**src/design/alar_pkg.sv**
```systemverilog
// Shared types, widths and codes for the array list with positional remove.
package alar_pkg;

  localparam int unsigned CAPACITY   = 1024;
  localparam int unsigned KEY_W      = 32;
  localparam int unsigned FUNC_W     = 2;
  localparam int unsigned POS_W      = 11;
  localparam int unsigned STATUS_W   = 2;
  localparam int unsigned ITEM_CNT_W = 11;

  // Entry index and fill count derive from the capacity.
  localparam int unsigned IDX_W = $clog2(CAPACITY);
  localparam int unsigned CNT_W = $clog2(CAPACITY + 1);
  localparam int unsigned CMP_W = (CNT_W > POS_W) ? CNT_W : POS_W;

  // First reduction level folds this many cells into one group register.
  localparam int unsigned GROUP   = 32;
  localparam int unsigned NGROUPS = (CAPACITY + GROUP - 1) / GROUP;

  typedef logic signed [KEY_W-1:0] key_t;
  typedef logic [FUNC_W-1:0]       func_t;
  typedef logic [POS_W-1:0]        pos_t;
  typedef logic [ITEM_CNT_W-1:0]   item_cnt_t;
  typedef logic [IDX_W-1:0]        idx_t;
  typedef logic [CNT_W-1:0]        cnt_t;

  typedef enum logic [FUNC_W-1:0] {
    FUNC_CLEAR  = 2'd0,
    FUNC_APPEND = 2'd1,
    FUNC_REMOVE = 2'd2
  } func_e;

  typedef enum logic [STATUS_W-1:0] {
    STATUS_DONE    = 2'd0,
    STATUS_FULL    = 2'd1,
    STATUS_BAD_POS = 2'd2
  } status_e;

  // Broadcast from the controller to every cell.
  typedef struct packed {
    logic append;
    logic remove;
    idx_t wr_idx;
    idx_t rm_idx;
    key_t key;
  } cell_ctrl_t;

endpackage

```
**src/design/alar_cell.sv**
```systemverilog
// One storage cell of the list: holds a key, loads on append, takes its neighbor on remove.
module alar_cell (
  input  logic              clk_i,
  input  alar_pkg::idx_t    cell_idx_i,
  input  alar_pkg::cell_ctrl_t ctrl_i,
  input  alar_pkg::key_t    next_key_i,
  output alar_pkg::key_t    key_o,
  output alar_pkg::key_t    sel_key_o
);
  import alar_pkg::*;

  key_t key_q;
  key_t key_d;

  always_comb begin
    key_d = key_q;
    if (ctrl_i.append && (ctrl_i.wr_idx == cell_idx_i)) begin
      key_d = ctrl_i.key;
    end else if (ctrl_i.remove && (cell_idx_i >= ctrl_i.rm_idx)) begin
      // close the gap: every cell at or above the removed slot takes its upper neighbor
      key_d = next_key_i;
    end
  end

  always_ff @(posedge clk_i) begin
    key_q <= key_d;
  end

  assign key_o     = key_q;
  assign sel_key_o = (ctrl_i.rm_idx == cell_idx_i) ? key_q : '0;

endmodule

```
**config.mk**
```make
export PLATFORM = sky130hd
export DESIGN_NAME = alar_cell
export DESIGN_NICKNAME = d
export VERILOG_FILES = /design/src/design/alar_pkg.sv /design/src/design/alar_cell.sv
export SDC_FILE = /design/constraint.sdc
export NUM_CORES = 1
export LEC_CHECK = 0
export ABC_AREA = 1
export BUFFER_PORTS_ARGS = -buffer_cell sky130_fd_sc_hd__buf_2
export CAP_MARGIN = 15
export CORE_UTILIZATION = 38
export DETAILED_ROUTE_END_ITERATION = 10
export GPL_ROUTABILITY_DRIVEN = 0
export PLACE_DENSITY_LB_ADDON = 0.08
export SLEW_MARGIN = 25
export SYNTH_ARGS = -nofsm -noshare
export SYNTH_HDL_FRONTEND = slang
export SYNTH_SLANG_ARGS = --single-unit
```
**constraint.sdc**
```tcl
create_clock -name clk_i -period 2.25 [get_ports clk_i]
set_input_delay 0.45 -clock clk_i [delete_from_list [all_inputs] [get_ports clk_i]]
set_output_delay 0.45 -clock clk_i [all_outputs]
set_load 0.005 [all_outputs]
```
After elaboration in Yosys (flattened, before gate mapping)
Cells that the tools add are included.
- equal/unequal tests: 2
- magnitude comparators: 1
- multiplexer cells: 3
- reductions and logical operators: 3
- operators with widths (kind ; count):
    32-bit two-way mux ; 3
    10-bit equality test ; 2
    10-bit >= comparator ; 1
    1-bit logical AND ; 2
    2-bit nonzero test ; 1
- register bits after elaboration: 32
- output and inout port bits: 64
- logic and storage cells: 10

Longest topological paths before layout
Gate-level depths: netlist of the first run.
- depth in word-level cells: 4
- depth in mapped cells: 10

Worst setup path before layout of the first run
No wires, ideal clock.
- path type: input -> register
- start point: in ctrl_i[41] in the netlist's numbering
- end point: reg key_q[0], in the netlist key_o[0], enable pin
- data required time: 1860 ps
- setup time: 390 ps
- arrival: 1978 ps
- stages on the path: 8
- path slack: -117 ps
- cell sequence: inv_1 > ha_1 > nand2_1 > nor2_1 > nand3_1 > nand4_1 > nand2_1 > nand2_1
- word-level cells in the longest chain between the ends: 3
- RTL lines (element ; line ; RTL):
    start: declaration ; alar_cell.sv:5 ; input alar_pkg::cell_ctrl_t ctrl_i,
    10-bit >= comparator ; alar_cell.sv:19 ; end else if (ctrl_i.remove && (cell_idx_i >= ctrl_i.rm_idx)) begin
    1-bit logical AND ; alar_cell.sv:19 ;
    2-bit nonzero test (no source line) ; -- ;
    end signal: assignment ; alar_cell.sv:26 ; key_q <= key_d;
    end: declaration ; alar_cell.sv:12 ; key_t key_q;
Every way passes these cells.
A chain may end at the register's enable or synchronous reset.

Worst setup path after layout of the first run
- start point: in cell_idx_i[5]
- end point: out sel_key_o[29]
- word-level cells in the longest chain between the ends: 2
- RTL lines (element ; line ; RTL):
    start: declaration ; alar_cell.sv:4 ; input alar_pkg::idx_t cell_idx_i,
    10-bit equality test ; alar_cell.sv:30 ; assign sel_key_o = (ctrl_i.rm_idx == cell_idx_i) ? key_q : '0;
    32-bit two-way mux ; alar_cell.sv:30 ;
    end: declaration ; alar_cell.sv:8 ; output alar_pkg::key_t sel_key_o
Every way passes these cells.

==> summary.txt, run 1 <==
STA
  – Fin crit share: 93.6%
  – Fin Setup TNS: 0 ns
  – RSZ-0062 raised after global routing: false
  – Final Hold Fails: 0
  – Max_slew headroom: between 80% and 90%
  – Slew @ Worst Pin: 0.289 ns
  – Endpoints failing setup: 0
  – Fmax: about 0.47 GHz
  – Period minus WS final: between 2 and 2.5 ns
  – Final Max Tran Viols: 0

Yosys
  – Sequential area share after synthesis: 42.0%
  – Compound-gate portion of the synthesized area: less than 1%
  – Adder-cell share of the synthesized area: under 10%
  – Count of cell types in the netlist: 18
  – Synth Cell Area: between 2000 and 2500 sq um
  – Post-synth top area share: between 40% and 50%
  – YS warnings: 0
  – Syn Area/Cell: between 7 and 8 sq um
  – Synth Area in Simple Gates: about a third
  – Cells after Synth: about 320
  – Syn_nets: about 420
  – Yosys top cell by area: edfxtp_1
  – Xor and xnor area share after synthesis: less than 1%
  – Largest family of logic cells by synthesized area: simple AND/OR/NAND/NOR gates
  – Synth area leaders: edfxtp_1 (42%), nand2_1 (18%), inv_1 (11%), nand3_1 (7.7%), nor2_1 (6.4%)
  – Mux contribution to synthesized area: 0%
  – Yosys reg bits: 32

CTS
  – Hold Buf Count CTS: 0
  – Root Driver: clkbuf_8
  – Post-CTS Setup Repair Bufs: 0
  – Clock Sinks: 32
  – TritonCTS buffer count: 5
  – Reg clk slew, reported paths: roughly 0.07 ns
  – CTS tree: built
  – Post-cts gate resize count: 0
  – Max clock buf depth: 2
  – H-tree Lvls: 2

GRT
  – Congestion Overflow GR: 0
  – Largest net degree at the start of global routing: 24
  – GRT Total Usage: around a fifth
  – Initial antenna violation count: 0
  – First-pass GRT wire length: 9420 microns
  – Vias in the first global route: ~2200

Finish
  – Post-Layout Cell Count: around 550
  – Post-route cell area: about 3300 sq um
  – Most frequent cells in the layout: buf_2 (160), nand2_1 (108), inv_1 (68)
  – Layout cells sized above 1: 39.2%
  – Fillers: 584
  – Area growth from synthesis to layout: 43.2%
  – Inserted Diodes: 0
  – Nets: 588
  – Largest register FFs: 32
  – Most common cell after layout, fill and taps aside: buf_2

Route
  – Total Routed Length: ~5900 microns
  – Via count: ~2400
  – Vias per inst: 4.36
  – WL/cell: around 11 microns
  – Iter 0 DRT Violations: between 70 and 80
  – DRC Markers: 0
  – Drt first pass iters: 4
  – Detail Route Antenna Nets: 0

Worst hold path
  – Hold Startpoint: next_key_i[6]
  – Hold Path Stages: 3
  – WHS Endpoint: key_o[6]
  – Min-Delay Path Class: input pin to register

Worst setup path
  – Largest fanout on the critical path: 17
  – Crit path launch type: input pin
  – Arr. time, crit path: between 1.5 and 2 ns
  – Crit Path Class: input pin to primary output
  – Worst setup EP type: primary output
  – Worst Path Required: roughly 1.8 ns

Floorplan
  – Core area: ~5600 sq um
  – # IOs: 161
  – Die width: roughly 80 microns
  – Die height: between 70 and 80 microns
  – Die Area: ~6300 sq um
  – Starting density of the core: between 40% and 50%
  – # rows: 27

Power
  – Int Pwr: between 1 and 1.5 mW
  – Clock share of power: around 33%
  – Max IR drop VDD: ~0.27 mV
  – Leak pwr: just over 2 nW
  – Sequential power share: between 40% and 50%
  – Power Total: 1.63 mW
  – Sw frac: between 20% and 30%
  – Cell Pwr Density: just under 500 nW/um^2
  – Combinational share of power: a little over 20%
  – Switching pwr: 0.411 mW

Job
  – Max Cap Viol: 0

Place
  – Area after DPL: ~3200 sq um
  – Port bufs: 160
  – Detail Placement HPWL: 4770 microns
  – # placed instances: between 500 and 600

Run status
  – Status: finished, final reports clean
==> Yosys cell counts <==
cell / count
inv_2: 2
a21oi_1: 2
ha_1: 10
buf_2: 3
buf_6: 7
nand2_1: 109
clkbuf_8: 2
inv_1: 68
nand3_1: 35
nor2_2: 1
nand2_2: 1
nand3_2: 1
nand4_1: 1
nor2_4: 2
nand3_4: 1
xor2_1: 1
nor2_1: 39
edfxtp_1: 32
==> worst max-delay path by stage <==
| stage | startpoint | endpoint |
|---|---|---|
| 6_report | cell_idx_i[5] | sel_key_o[29] |
| 5_1_grt | cell_idx_i[5] | sel_key_o[5] |
| 4_1_cts | cell_idx_i[5] | sel_key_o[29] |
| 3_5_place_dp | cell_idx_i[5] | sel_key_o[29] |
| 3_3_place_gp | cell_idx_i[5] | sel_key_o[31] |
| 2_1_floorplan | ctrl_i[41] | key_o[0] |
==> through the flow <==
| step | setup WS [ns] | util, % | hold slack [ns] |
|---|---|---|---|
| floorplan | 0.174 | - | 0.629 |
| global placement | 0.146 | 55.9 | 0.713 |
| detailed placement | 0.110 | 55.9 | 0.717 |
| CTS | 0.107 | 57.9 | 0.423 |
| global route | 0.0260 | 58.1 | 0.435 |
| finish | 0.143 | 58.1 | 0.432 |
==> per-layer routing <==
metal,vias up,global-route usage [%],share of wire [%]
met3,8,4.23,8.1
met5,-,0,0
met2,104,36.6,50
met1,1027,20.2,40
li1,1279,-,-
met4,0,6.73,1.8
==> power by group through the flow <==
stage / Sequential, mW / Combinational, mW / Clock (mW)
after global routing: 0.765 / 0.380 / 0.572
after global placement: 0.768 / 0.325 / 0
after floorplan: 0.776 / 0.139 / 0
after CTS: 0.758 / 0.332 / 0.555
after detailed placement: 0.771 / 0.330 / 0
final: 0.757 / 0.331 / 0.539
==> cells by family after synthesis <==
family | after synthesis
buffers and inverters | 82
AO/OA/AOI/OAI | 2
flip-flops | 32
AND/OR/NAND/NOR | 190
XOR/XNOR | 1
adder cells (fa/ha/maj) | 10
==> final cells by class <==
cell class	instances	area, sq um	share of cell area, %
tap	72	90.1	2.75
clock inverter	3	42.5	1.30
multi-input combinational	203	956	29.2
sequential	32	961	29.3
inverter	70	263	8.02
clock buffer	5	68.8	2.10
timing repair buffer	169	897	27.4
==> worst max-delay path, cell delays in order <==
cell and delay (ns):
buf_2 0.11, ha_1 0.29, nand2_1 0.09, nor2_2 0.16, nand3_2 0.12, buf_4 0.21
nor2_1 0.10, buf_2 0.12
Note: power is estimated with default switching activity, not from simulation.
==> run 2, diff against run 1 <==
- GPL_TIMING_DRIVEN: not set -> 0
==> run 2 against run 1 <==
  * Die area did not move
  * Cell count rose by 0.54%
  * Sequential power barely moved
  * Critical path type unchanged
  * Critical path depth unchanged
  * Combinational power down 2%
  * Critical endpoint unchanged
  * Routed wire length fell by 2.1%
  * Via count unchanged
  * Non-clock buffer count up 3
  * Sequential cell count unchanged
  * Global-route usage up 0.11 points
==> summary.txt, run 2 (synthesized netlist as in run 1, its figures left out) <==
STA
  – Fin Setup TNS: 0 ns
  – Final Max Tran Viols: 0
  – RSZ-0062 raised after global routing: false
  – WHS: around 0.43 ns
  – Period minus WS final: approximately 2.1 ns
  – Max_slew headroom: between 70% and 80%
  – Fmax: 0.469 GHz
  – PnR worst setup slack: between 0.1 and 0.15 ns
  – Endpoints failing setup: 0
  – Slew @ Worst Pin: 0.421 ns
  – Final Hold Fails: 0
  – Fin crit share: about 95%

Place
  – Port bufs: between 150 and 200
  – Area after DPL: ~3200 sq um
  – Pre-CTS WS: -0.294 ns
  – Detail Placement HPWL: 4670 microns
  – # placed instances: between 500 and 600

CTS
  – Root Driver: clkbuf_8
  – Hold Buf Count CTS: 0
  – Post-cts gate resize count: 1
  – TritonCTS buffer count: 5
  – Clock Sinks: 32
  – H-tree Lvls: 2
  – CTS tree: built
  – Reg clk slew, reported paths: approximately 0.07 ns
  – Max clock buf depth: 2
  – Post-CTS Setup Repair Bufs: 0

Route
  – Iter 0 DRT Violations: between 90 and 100
  – Detail Route Antenna Nets: 0
  – DRC Markers: 0
  – Vias per inst: 4.34
  – Via count: approximately 2400
  – Total Routed Length: 5770 microns
  – WL/cell: 10.4 microns
  – Drt first pass iters: 6

GRT
  – First-pass GRT wire length: approximately 9300 microns
  – Congestion Overflow GR: 0
  – Largest net degree at the start of global routing: 33
  – GRT Total Usage: about a fifth
  – Initial antenna violation count: 0
  – Vias in the first global route: 2154

Power
  – Leak pwr: slightly above 2 nW
  – Power Total: 1.62 mW
  – Max IR drop VDD: 0.302 mV
  – Cell Pwr Density: between 400 and 500 nW/um^2

Finish
  – Fillers: roughly 550
  – Inserted Diodes: 0
  – Area growth from synthesis to layout: 45.2%
  – Layout cells sized above 1: about two fifths
  – Largest register FFs: 32
  – Most common cell after layout, fill and taps aside: buf_2
  – Most frequent cells in the layout: buf_2 (162), nand2_1 (108), inv_1 (68)
  – Nets: a little under 600
  – Post-Layout Cell Count: about 560
  – Post-route cell area: roughly 3300 sq um
  – Final Util: approximately three fifths

Worst hold path
  – Hold Path Stages: 3
  – Min-Delay Path Class: input pin to register
  – WHS Endpoint: key_o[10]
  – Hold Startpoint: next_key_i[10]

Floorplan
  – Die width: just under 80 microns
  – # IOs: 161
  – Die Area: ~6300 sq um
  – Starting density of the core: between 40 and 50%
  – Core area: approximately 5600 sq um
  – # rows: 27
  – Die height: a little under 80 microns

Worst setup path
  – Slowest stage cell, crit path: ha_1
  – Top cell by count, worst path: buf_2
  – Crit path launch type: input pin
  – Crit Path Class: input pin to primary output
  – CP peak stage delay: approximately 0.28 ns
  – Largest fanout on the critical path: 10
  – Arr. time, crit path: about 1.7 ns
  – Bufs and invs on worst path: 3
  – Critical path's top delay family: simple AND/OR/NAND/NOR gates
  – Worst setup EP type: primary output
  – Worst Path Required: 1.80 ns
  – Worst-path cell chain: buf_2, ha_1, nand2_1, nor2_2, nand3_4, buf_2, nor2_1, buf_2

Job
  – Max Cap Viol: 0

Run status
  – Status: finished, final reports clean
## run 2: cell types whose count changed in the layout (fill, tap and decap cells not counted), sizes merged
cell / change
clkbuf: +2
buf: +1
## run 2: worst max-delay path by stage
stage          slack, ns  depth (start not counted)           from       endpoint
4_1_cts             0.03                          8  cell_idx_i[5]  sel_key_o[29]
3_3_place_gp       -0.30                          8  cell_idx_i[5]      key_o[20]
6_report            0.12                          8  cell_idx_i[9]  sel_key_o[29]
2_1_floorplan       0.17                          8     ctrl_i[41]       key_o[0]
5_1_grt             0.03                          8  cell_idx_i[5]   sel_key_o[5]
3_5_place_dp       -0.29                          8  cell_idx_i[5]      key_o[20]
## run 2: layout make-up
| class | count | area, sq um | area share (%) |
|---|---|---|---|
| Clock inverter | 3 | 42.5 | 1.28 |
| Clock buffer | 5 | 68.8 | 2.07 |
| Tap cell | 72 | 90.1 | 2.71 |
| Sequential cell | 32 | 961 | 28.9 |
| Multi-Input combinational cell | 203 | 973 | 29.3 |
| Timing Repair Buffer | 160 | 801 | 24.1 |
| Inverter | 70 | 263 | 7.91 |
| Buffer | 12 | 124 | 3.73 |
## run 2: where the power goes
group          internal [mW]  total, mW  leakage [nW]  switching (mW)
registers              0.729      0.755         0.298          0.0268
clock network          0.327      0.542        0.0541           0.215
logic                  0.155      0.323          1.69           0.169
## run 2: per-layer routing
metal | global-route usage (%) | vias to the layer above | wire, microns
li1 | - | 1288 | -
met1 | 21.4 | 1009 | 2270
met2 | 35.3 | 115 | 2840
met3 | 5.49 | 6 | 595
met4 | 5.27 | 0 | 64
met5 | 0 | - | 0
